**src/hdl/dvc_pkg.sv**
```systemverilog
// Package with shared constants and result kind codes for the duplicate value counter.
package dvc_pkg;

  localparam int unsigned MaxItemsDef   = 32;
  localparam int unsigned MinItemsReset = 5;
  localparam int unsigned ResultLimit   = 16;

  localparam int unsigned ValueW = 8;
  localparam int unsigned OccW   = 6;
  localparam int unsigned MinW   = 6;
  localparam int unsigned KindW  = 2;

  localparam logic [OccW-1:0] OccMax = '1;

  localparam logic [KindW-1:0] KIND_DUP    = 2'd0;
  localparam logic [KindW-1:0] KIND_FEW    = 2'd1;
  localparam logic [KindW-1:0] KIND_NO_DUP = 2'd2;

  typedef struct packed {
    logic [ValueW-1:0] value;
    logic [OccW-1:0]   occ;
  } entry_t;

endpackage

```
**src/hdl/dvc_ram.sv**
```systemverilog
// Generic simple dual-port RAM with a registered read port.
module dvc_ram #(
  parameter int unsigned WIDTH = 8,
  parameter int unsigned DEPTH = 32,
  localparam int unsigned AW = (DEPTH > 1) ? $clog2(DEPTH) : 1
) (
  input  logic             clk_i,
  input  logic             we_i,
  input  logic [AW-1:0]    waddr_i,
  input  logic [WIDTH-1:0] wdata_i,
  input  logic [AW-1:0]    raddr_i,
  output logic [WIDTH-1:0] rdata_o
);

  logic [WIDTH-1:0] mem [DEPTH];
  logic [WIDTH-1:0] rdata_q;

  always_ff @(posedge clk_i) begin
    if (we_i) begin
      mem[waddr_i] <= wdata_i;
    end
    rdata_q <= mem[raddr_i];
  end

  assign rdata_o = rdata_q;

endmodule

```
**src/hdl/duplicate_value_counter.sv**
```systemverilog
// Duplicate value counter: stores a set of values and reports repeating ones when it closes.
//
//   channel   direction  beat contents
//   s_axis    in         tdata = value, tlast = final value of the set
//   m_axis    out        tuser = kind, tdata = dup_value, occurrences, overflow;
//                        tlast = final result of the set
//   cfg       in         cfg_data_i = min_items
//
// Loading a value scans the stored entries through the single read port of the entry RAM;
// the scan stops at the first earlier appearance. Closing a set scans the stored entries
// once more, one per cycle, pausing while each result beat waits for tready.
// Reset clears the fill count and the overflow flag; the RAM contents are not cleared.
// One set is worked on at a time; s_axis_tready is low while a value is being stored or
// while results are being produced.
module duplicate_value_counter
  import dvc_pkg::*;
#(
  parameter int unsigned MAX_ITEMS = MaxItemsDef
) (
  input  logic            clk_i,
  input  logic            rst_ni,
  input  logic            s_axis_tvalid,
  output logic            s_axis_tready,
  input  logic [7:0]      s_axis_tdata,   // [7:0] value
  input  logic            s_axis_tlast,
  output logic            m_axis_tvalid,
  input  logic            m_axis_tready,
  output logic [15:0]     m_axis_tdata,   // [7:0] dup_value, [13:8] occurrences,
                                          // [14] overflow, [15] zero
  output logic [KindW-1:0] m_axis_tuser,  // [1:0] kind
  output logic            m_axis_tlast,
  input  logic            cfg_valid_i,
  output logic            cfg_ready_o,
  input  logic [MinW-1:0] cfg_data_i
);

  localparam int unsigned IdxW = $clog2(MAX_ITEMS);
  localparam int unsigned CntW = $clog2(MAX_ITEMS + 1);
  localparam int unsigned CmpW = (CntW > MinW) ? CntW : MinW;
  localparam int unsigned NfW  = $clog2(ResultLimit + 1);
  localparam int unsigned EntW = ValueW + OccW;

  localparam logic [2:0] S_IDLE   = 3'd0;
  localparam logic [2:0] S_SCAN   = 3'd1;
  localparam logic [2:0] S_WRHIT  = 3'd2;
  localparam logic [2:0] S_WRNEW  = 3'd3;
  localparam logic [2:0] S_RSTART = 3'd4;
  localparam logic [2:0] S_RSCAN  = 3'd5;
  localparam logic [2:0] S_RFLUSH = 3'd6;
  localparam logic [2:0] S_OUTW   = 3'd7;

  logic [2:0]        state_q, state_d;
  logic [2:0]        ret_q, ret_d;
  logic [CntW-1:0]   count_q, count_d;
  logic              ovf_q, ovf_d;
  logic [MinW-1:0]   min_q;
  logic [IdxW-1:0]   idx_q, idx_d;
  logic [ValueW-1:0] val_q, val_d;
  logic              last_in_q, last_in_d;
  logic              new_one_q, new_one_d;
  logic [OccW-1:0]   hit_occ_q, hit_occ_d;
  logic [NfW-1:0]    nfound_q, nfound_d;
  logic              pend_q, pend_d;
  logic [ValueW-1:0] pend_val_q, pend_val_d;
  logic [OccW-1:0]   pend_occ_q, pend_occ_d;
  logic              ovalid_q, ovalid_d;
  logic [KindW-1:0]  okind_q, okind_d;
  logic [ValueW-1:0] oval_q, oval_d;
  logic [OccW-1:0]   oocc_q, oocc_d;
  logic              olast_q, olast_d;

  logic              ram_we;
  logic [IdxW-1:0]   ram_waddr;
  entry_t            ram_wdata;
  logic [IdxW-1:0]   ram_raddr;
  logic [EntW-1:0]   ram_rdata;
  entry_t            rd;
  logic              in_beat;
  logic              out_beat;
  logic              at_end;
  logic              match;
  logic              is_dup;

  dvc_ram #(
    .WIDTH (EntW),
    .DEPTH (MAX_ITEMS)
  ) u_ram (
    .clk_i   (clk_i),
    .we_i    (ram_we),
    .waddr_i (ram_waddr),
    .wdata_i (ram_wdata),
    .raddr_i (ram_raddr),
    .rdata_o (ram_rdata)
  );

  assign rd        = entry_t'(ram_rdata);
  assign in_beat   = s_axis_tvalid && s_axis_tready;
  assign out_beat  = m_axis_tvalid && m_axis_tready;
  assign at_end    = ((CntW'(idx_q) + CntW'(1)) == count_q);
  assign match     = (rd.value == val_q) && (rd.occ != '0);
  assign is_dup    = (rd.occ > OccW'(1));

  // The scans and the result wait read the entry after the current one; elsewhere entry 0 is read.
  assign ram_raddr = (state_q == S_SCAN || state_q == S_RSCAN || state_q == S_OUTW) ?
                     idx_q + IdxW'(1) : '0;

  always_comb begin
    ram_we    = 1'b0;
    ram_waddr = count_q[IdxW-1:0];
    ram_wdata.value = val_q;
    ram_wdata.occ   = new_one_q ? OccW'(1) : '0;
    if (state_q == S_WRHIT) begin
      ram_we    = 1'b1;
      ram_waddr = idx_q;
      ram_wdata.occ = (hit_occ_q == OccMax) ? OccMax : hit_occ_q + OccW'(1);
    end else if (state_q == S_WRNEW) begin
      ram_we = 1'b1;
    end
  end

  always_comb begin
    state_d    = state_q;
    ret_d      = ret_q;
    count_d    = count_q;
    ovf_d      = ovf_q;
    idx_d      = idx_q;
    val_d      = val_q;
    last_in_d  = last_in_q;
    new_one_d  = new_one_q;
    hit_occ_d  = hit_occ_q;
    nfound_d   = nfound_q;
    pend_d     = pend_q;
    pend_val_d = pend_val_q;
    pend_occ_d = pend_occ_q;
    ovalid_d   = ovalid_q;
    okind_d    = okind_q;
    oval_d     = oval_q;
    oocc_d     = oocc_q;
    olast_d    = olast_q;

    unique case (state_q)
      S_IDLE: begin
        if (in_beat) begin
          val_d     = s_axis_tdata;
          last_in_d = s_axis_tlast;
          idx_d     = '0;
          if (count_q == CntW'(MAX_ITEMS)) begin
            ovf_d = 1'b1;
            if (s_axis_tlast) begin
              state_d = S_RSTART;
            end
          end else if (count_q == '0) begin
            new_one_d = 1'b1;
            state_d   = S_WRNEW;
          end else begin
            state_d = S_SCAN;
          end
        end
      end
      S_SCAN: begin
        if (match) begin
          hit_occ_d = rd.occ;
          new_one_d = 1'b0;
          state_d   = S_WRHIT;
        end else if (at_end) begin
          new_one_d = 1'b1;
          state_d   = S_WRNEW;
        end else begin
          idx_d = idx_q + IdxW'(1);
        end
      end
      S_WRHIT: begin
        state_d = S_WRNEW;
      end
      S_WRNEW: begin
        count_d = count_q + CntW'(1);
        state_d = last_in_q ? S_RSTART : S_IDLE;
      end
      S_RSTART: begin
        idx_d    = '0;
        nfound_d = '0;
        pend_d   = 1'b0;
        if (CmpW'(count_q) < CmpW'(min_q)) begin
          ovalid_d = 1'b1;
          okind_d  = KIND_FEW;
          oval_d   = '0;
          oocc_d   = '0;
          olast_d  = 1'b1;
          ret_d    = S_IDLE;
          state_d  = S_OUTW;
        end else if (count_q == '0) begin
          state_d = S_RFLUSH;
        end else begin
          state_d = S_RSCAN;
        end
      end
      S_RSCAN: begin
        if (is_dup) begin
          nfound_d   = nfound_q + NfW'(1);
          pend_d     = 1'b1;
          pend_val_d = rd.value;
          pend_occ_d = rd.occ;
          // A held report goes out once the next one is known, so tlast lands correctly.
          if (pend_q) begin
            ovalid_d = 1'b1;
            okind_d  = KIND_DUP;
            oval_d   = pend_val_q;
            oocc_d   = pend_occ_q;
            olast_d  = 1'b0;
            ret_d    = (at_end || nfound_q == NfW'(ResultLimit - 1)) ? S_RFLUSH : S_RSCAN;
            state_d  = S_OUTW;
          end else if (at_end || nfound_q == NfW'(ResultLimit - 1)) begin
            state_d = S_RFLUSH;
          end else begin
            idx_d = idx_q + IdxW'(1);
          end
        end else if (at_end) begin
          state_d = S_RFLUSH;
        end else begin
          idx_d = idx_q + IdxW'(1);
        end
      end
      S_RFLUSH: begin
        ovalid_d = 1'b1;
        okind_d  = pend_q ? KIND_DUP : KIND_NO_DUP;
        oval_d   = pend_q ? pend_val_q : '0;
        oocc_d   = pend_q ? pend_occ_q : '0;
        olast_d  = 1'b1;
        ret_d    = S_IDLE;
        state_d  = S_OUTW;
      end
      S_OUTW: begin
        if (out_beat) begin
          ovalid_d = 1'b0;
          state_d  = ret_q;
          if (ret_q == S_RSCAN) begin
            idx_d = idx_q + IdxW'(1);
          end else if (ret_q == S_IDLE) begin
            count_d = '0;
            ovf_d   = 1'b0;
          end
        end
      end
      default: begin
        state_d = S_IDLE;
      end
    endcase
  end

  always_ff @(posedge clk_i or negedge rst_ni) begin
    if (!rst_ni) begin
      state_q  <= S_IDLE;
      ret_q    <= S_IDLE;
      count_q  <= '0;
      ovf_q    <= 1'b0;
      min_q    <= MinW'(MinItemsReset);
      ovalid_q <= 1'b0;
      pend_q   <= 1'b0;
      nfound_q <= '0;
    end else begin
      state_q  <= state_d;
      ret_q    <= ret_d;
      count_q  <= count_d;
      ovf_q    <= ovf_d;
      ovalid_q <= ovalid_d;
      pend_q   <= pend_d;
      nfound_q <= nfound_d;
      if (cfg_valid_i) begin
        min_q <= cfg_data_i;
      end
    end
  end

  always_ff @(posedge clk_i) begin
    idx_q      <= idx_d;
    val_q      <= val_d;
    last_in_q  <= last_in_d;
    new_one_q  <= new_one_d;
    hit_occ_q  <= hit_occ_d;
    pend_val_q <= pend_val_d;
    pend_occ_q <= pend_occ_d;
    okind_q    <= okind_d;
    oval_q     <= oval_d;
    oocc_q     <= oocc_d;
    olast_q    <= olast_d;
  end

  assign s_axis_tready = (state_q == S_IDLE);
  assign cfg_ready_o   = 1'b1;
  assign m_axis_tvalid = ovalid_q;
  assign m_axis_tuser  = okind_q;
  assign m_axis_tdata  = {1'b0, ovf_q, oocc_q, oval_q};
  assign m_axis_tlast  = olast_q;

endmodule

```
**config.mk**
```make
export PLATFORM = sky130hd
export DESIGN_NAME = duplicate_value_counter
export DESIGN_NICKNAME = d
export VERILOG_FILES = /design/src/hdl/dvc_pkg.sv /design/src/hdl/dvc_ram.sv /design/src/hdl/duplicate_value_counter.sv
export SDC_FILE = /design/constraint.sdc
export NUM_CORES = 1
export LEC_CHECK = 0
export ABC_CLOCK_PERIOD_IN_PS = 2900
export BUFFER_PORTS_ARGS = -buffer_cell sky130_fd_sc_hd__buf_4
export CAP_MARGIN = 20
export CORE_MARGIN = 2
export CORE_UTILIZATION = 45
export CTS_BUF_LIST = sky130_fd_sc_hd__clkbuf_4 sky130_fd_sc_hd__clkbuf_8
export DETAILED_ROUTE_END_ITERATION = 10
export PLACE_DENSITY_LB_ADDON = 0.25
export SYNTH_ARGS = -nofsm -noshare
export SYNTH_HDL_FRONTEND = slang
export SYNTH_SLANG_ARGS = --single-unit
```
**constraint.sdc**
```tcl
create_clock -name clk_i -period 2.9 [get_ports clk_i]
set_input_delay 0.87 -clock clk_i [delete_from_list [all_inputs] [get_ports clk_i]]
set_output_delay 0.87 -clock clk_i [all_outputs]
set_load 0.05 [all_outputs]
```
Word level (Yosys, flattened, before mapping):

Memory sizes are Yosys's and may differ from the RTL's. A register that Yosys moved wholly into a read port is not among the register bits.
Cells that the tools add are included.

* register bits: 78
* bits in writable memories: 448
* input port bits: 20
* output and inout bits: 22
* logic and storage cells: 167
* memories kept: 1

Memories
* u_ram.mem: words 32, width 14, rd ports 1, clocked after memory_dff 1, write ports 1, line dvc_ram.sv:15 `logic [WIDTH-1:0] mem [DEPTH];`

* add/subtract/negate cells: 5
* order comparisons: 2
* eq/ne operators: 31
* mux-type cells: 81
* reduce and logical (&&, ||, !) cells: 28

Operator list (count)
* 2-to-1 mux 5 bit: 11
* 2-to-1 mux 6 bit: 9
* 2-to-1 mux 3 bit: 14
* 2-to-1 mux 8 bit: 4
* case mux 5 bit (5 select lines): 1
* case mux 3 bit (8 select lines): 1
* case mux 8 bit (3 select lines): 1
* 2-to-1 mux 1 bit: 22
* case mux 6 bit (3 select lines): 1
* 2-to-1 mux 2 bit: 8
* equality test 3 bit, second input constant: 5
* inequality test 3 bit, second input constant: 5
* inequality test 2 bit, second input constant: 7
* adder 6 x 1 -> 6 bit, second input constant: 2
* equality test 6 bit, second input constant: 2
* case mux 6 bit (2 select lines): 1
* AND reduction 6 bit: 2
* adder 5 x 1 -> 5 bit, second input constant: 2
* inequality test 2 x 1 -> 1 bit, second input constant: 5
* case mux 5 bit (2 select lines): 1
* AND reduction 5 bit: 2
* case mux 3 bit (3 select lines): 1
* equality test 8 bit: 1
* AND reduction 2 bit: 4
* other kinds (23): 35

Logic depth before layout (Yosys ltp):

* depth after elaboration: 7
* mapped depth: 10
* depth with buffers taken out: 8

Cells and area by module:

Synthesis repeated with hierarchy kept, for this count alone.

* cell total of the unflattened synthesis: 1364
* area total of the unflattened synthesis: 21901.0 um^2

Modules (own cells, without submodules)
* dvc_ram: instances 1, cells an instance 1006, area each 18011.0 um^2, sequential area each 13733.2 um^2
* duplicate_value_counter: instances 1, cells an instance 358, area each 3890.0 um^2, sequential area each 2214.6 um^2

Worst setup path after synthesis:

OpenSTA, ideal clock, no wires.

* path kind: register to register
* from: reg state_q[0]
* to: reg new_one_q, enable pin
* library setup time: 292 ps
* data arrival time: 2440 ps
* required time: 2608 ps
* setup slack: 168 ps
* cell stages (with the launch flop): 5
* buffers on the path: 1
* period minus slack after synthesis: 2732 ps
* cells stage by stage: dfrtp_1 > buf_2 > nor3_1 > and2_1 > a22o_1

* longest elaborated chain between the ends: 4
* elaborated cells on any way between the ends: 9
* those cells by class: 5 x eq/ne; 4 x reduce/logical

RTL lines
* start: declaration: line duplicate_value_counter.sv:52 `logic [2:0] state_q, state_d;`
* start signal: assignment: line duplicate_value_counter.sv:261 `state_q <= state_d;`
* logical NOT 3 bit *: line duplicate_value_counter.sv:288 `assign s_axis_tready = (state_q == S_IDLE);`
* net s_axis_tready: line duplicate_value_counter.sv:23 `output logic s_axis_tready,`
* logical AND 1 bit: line duplicate_value_counter.sv:97 `assign in_beat = s_axis_tvalid && s_axis_tready;`
* inequality test 2 x 1 -> 1 bit (no source line)
* AND reduction 5 bit (no source line) *
* end signal: assignment: line duplicate_value_counter.sv:278 `new_one_q <= new_one_d;`
* end: declaration: line duplicate_value_counter.sv:60 `logic new_one_q, new_one_d;`

Mark *: on every way through the listed nets, which the timed path passes. The rest lies on a longest branch.
A chain may end at the register's enable or synchronous reset.

Final worst setup path:

* from: reg state_q[2]
* to: out s_axis_tready

* longest elaborated chain between the ends: 1

RTL lines (line)
* logical NOT 3 bit: duplicate_value_counter.sv:288
* end: declaration: duplicate_value_counter.sv:23

Every way passes these cells.

==> flow_summary.ini <==
[timing]
setup_viol = 0
period_minus_slack_ns = 2.78
final_hold_viol_count = 0
rsz0062_at_grt = false
drv_slew = 0
maxSlewHeadroom_pct = 47.7
timing.fmax_mhz = 360
worst_pin_slew_ns = 0.774
min_period_over_period_pct = 95.7
finClkSkew_ns = 0.0403

[global_routing]
grt_pass1_wl_mm = 86.6
grt.total_usage_pct = 23.2
grt-ovfl-total = 0
grt_pass1_vias = 13700
antenna_found_initial = 1
grt_max_degree = 84

[cts]
ctsHoldBuffers = 0
cts_tree = built
path_clk_slew_ns = 0.06
cts_buffer_depth = 3
cts-root-buf = clkbuf_8
cts.sinks = 540
worst_skew_pair.late_latency_ns = 0.69
htreeDepth = 3
cts_made_buffers = 85

[logic_synthesis]
async_flop_share_pct = 4.81
syn_nets = 1466
synth-edff-count = 500
synth_area_leaders = edfxtp_1, dfrtp_1, mux4_2
synth_sequential_area_ratio_pct = 72.6
netlist.area_leader.share_pct = 68.3
yosysUniqueCellTypes = 80
synth.avg_cell_area_um2 = 15.3
post-synth-top-count-cell = edfxtp_1
yosys.area.top_type = edfxtp_1
synth_commonest_cells = edfxtp_1, nand2_1, nor2_1
ys_warn_count = 0
syn_area_um2 = 22000
synthCells = 1435
ys_ff_latch = 540
synth-main-ff-cell = edfxtp_1

[placement]
numPlacedInstances = 2106
portBuffers = 39
detailed_place_hpwl_mm = 35.8
gp_congestion = 0.868

[worst_setup_path]
crit_arrival_ns = 1.91
path_common_cell = buf_4
r2r_start = state_q[1]
critical_path.top_delay_family = buffers and inverters
crit_path_max_incr_delay_ns = 0.43
critPathBufInv = 3
end_kind = primary output
worst-r2r-cell-count = 6
cp-endpoint = s_axis_tready
cp.depth = 4
cp_data_required_time_ns = 2.03
cp-startpoint = state_q[2]
path_cells = buf_4 > buf_4 > nor3_2 > buf_4
r2r_slack_ns = 0.17
r2r-end = u_ram.mem[18][1]
cpMaxStageDelayCell = dfrtp_1
path_class = reg -> out
cp_max_fo = 16
crit_path_start_kind = flop

[hold_path]
hold_path_class = in -> async

[routing]
drt_iter0_drc = 1626
drt-vias-per-instance = 6.11
wl_per_cell_um = 25.5
totalWireLength_mm = 57.7
route.detailed.drc = 0
dr.pass1.iters = 6
via_count = 13800
antenna_left = 0

[floorplanning]
start_util_pct = 45.8
num_rows = 80
die-width_um = 225
io_pins = 42
die_area_um2 = 50600
coreArea_um2 = 47900
die_h_um = 225

[layout]
nets = 1609
layout.cells.non_filler = 2259
syn2layout_area_growth_pct = 17.2
drive_above_1_share_pct = 22.9

[power]
power.leakage_nw = 8.60
ir_drop_mv = 1.02
power_density_nw_per_um2 = 1100
finalPower_w = 0.0284

[run]
cap_violations = 0

[run_status]
status = completed
## power by group
group          total, W  internal, W  switching, W
sequential       0.0101      0.00953      0.000589
combinational    0.0118      0.00422       0.00754
clock           0.00650      0.00350       0.00299
## per-stage QoR
stage / setup WS [ns] / instance area, um^2 / hold WS, ns / TNS (ns) / util [%]
2_1_floorplan: 0.168 / 22000 / 0.417 / 0 / -
3_3_place_gp: -0.0740 / 24000 / 0.464 / -0.114 / 50.1
3_5_place_dp: -0.101 / 24000 / 0.461 / -0.207 / 50.1
4_1_cts: 0.0507 / 25700 / 0.0820 / 0 / 53.7
5_1_grt: 0.00377 / 25800 / 0.105 / 0 / 53.7
6_report: 0.125 / 25800 / 0.120 / 0 / 53.7
## cell families (layout without fill, tap and decap cells)
group                      count (synthesis)  after routing  share of synthesized area [%]
AOI/OAI and AO/OA                        362            362                           11.8
muxes                                     69             69                           4.54
xor gates and xnor gates                  23             23                           1.08
DFF                                      540            540                           72.6
and+or+nand+nor                          301            301                           6.81
adders and majority gates                 11             11                          0.626
other                                      2              3                         0.0342
buffers and inverters                    127            335                           2.50
## final cells by class
| type | count | area (um^2) |
|---|---|---|
| diodes | 1 | 2.50 |
| clock buffers | 121 | 1480 |
| clock inverters | 31 | 238 |
| fillers | 3814 | 22200 |
| inverters | 29 | 109 |
| multi-input cells | 768 | 5590 |
| flip-flops and latches | 540 | 15900 |
| well taps | 615 | 769 |
| repair buffers | 154 | 1620 |
## per-layer routing
layer	part of all wire (%)	track usage, %
met5	0	0
met4	2.9	7.93
met3	7.0	4.05
met2	46	36.1
met1	44	33.2
## worst register-to-register path, stage by stage, from the launching register on
cell	delay (ns)
dfrtp_1	0.59
nor2b_1	0.32
nand2b_1	0.22
o31ai_1	0.59
nand2_1	0.25
nor2_1	0.26
buf_12	0.20
## sequential cells by signal (all words and copies together) (netlist names), 2 cells and up
name / flops
u_ram.mem: 448
u_ram.rdata_o: 14
oval_q: 8
pend_val_q: 8
val_q: 8
count_q: 6
hit_occ_q: 6
min_q: 6
oocc_q: 6
pend_occ_q: 6
idx_q: 5
nfound_q: 5
ret_q: 3
state_q: 3
m_axis_tuser: 2
## cell usage in the layout, fill, tap and decap left out, drive strengths merged, types with 12 or more instances in the layout
cell type	n
a31oi	39
a32oi	17
o22ai	12
o2111ai	13
a21oi	48
and2	29
clkinv	24
and3	13
buf	154
mux4	23
inv	32
dfrtp	24
nand2	76
nand3	40
mux2i	30
o21ai	49
xnor2	17
clkbuf	121
edfxtp	500
dfxtp	14
nor2	70
or2	13
mux2	16
nor3	22
o221ai	59
o211ai	60
## what timing repair did
| action | 4_1_cts | 5_1_grt |
|---|---|---|
| endpoints found under the setup margin | 4 | 2 |
| gates resized for setup | 5 | 3 |
| buffers inserted | 0 | 0 |
## worst min path at each step
stage                                 from           end  slack, ns  depth (start not counted)
after floorplan           u_ram.rdata_o[1]  hit_occ_q[1]       0.42                          0
after global placement         nfound_q[3]   nfound_q[3]       0.46                          1
after detailed placement       nfound_q[3]   nfound_q[3]       0.46                          1
after CTS                           rst_ni   nfound_q[0]       0.08                          1
after global routing                rst_ni   nfound_q[0]       0.10                          1
final                               rst_ni      ret_q[1]       0.12                          1
Power figures use the tool's default switching activity.
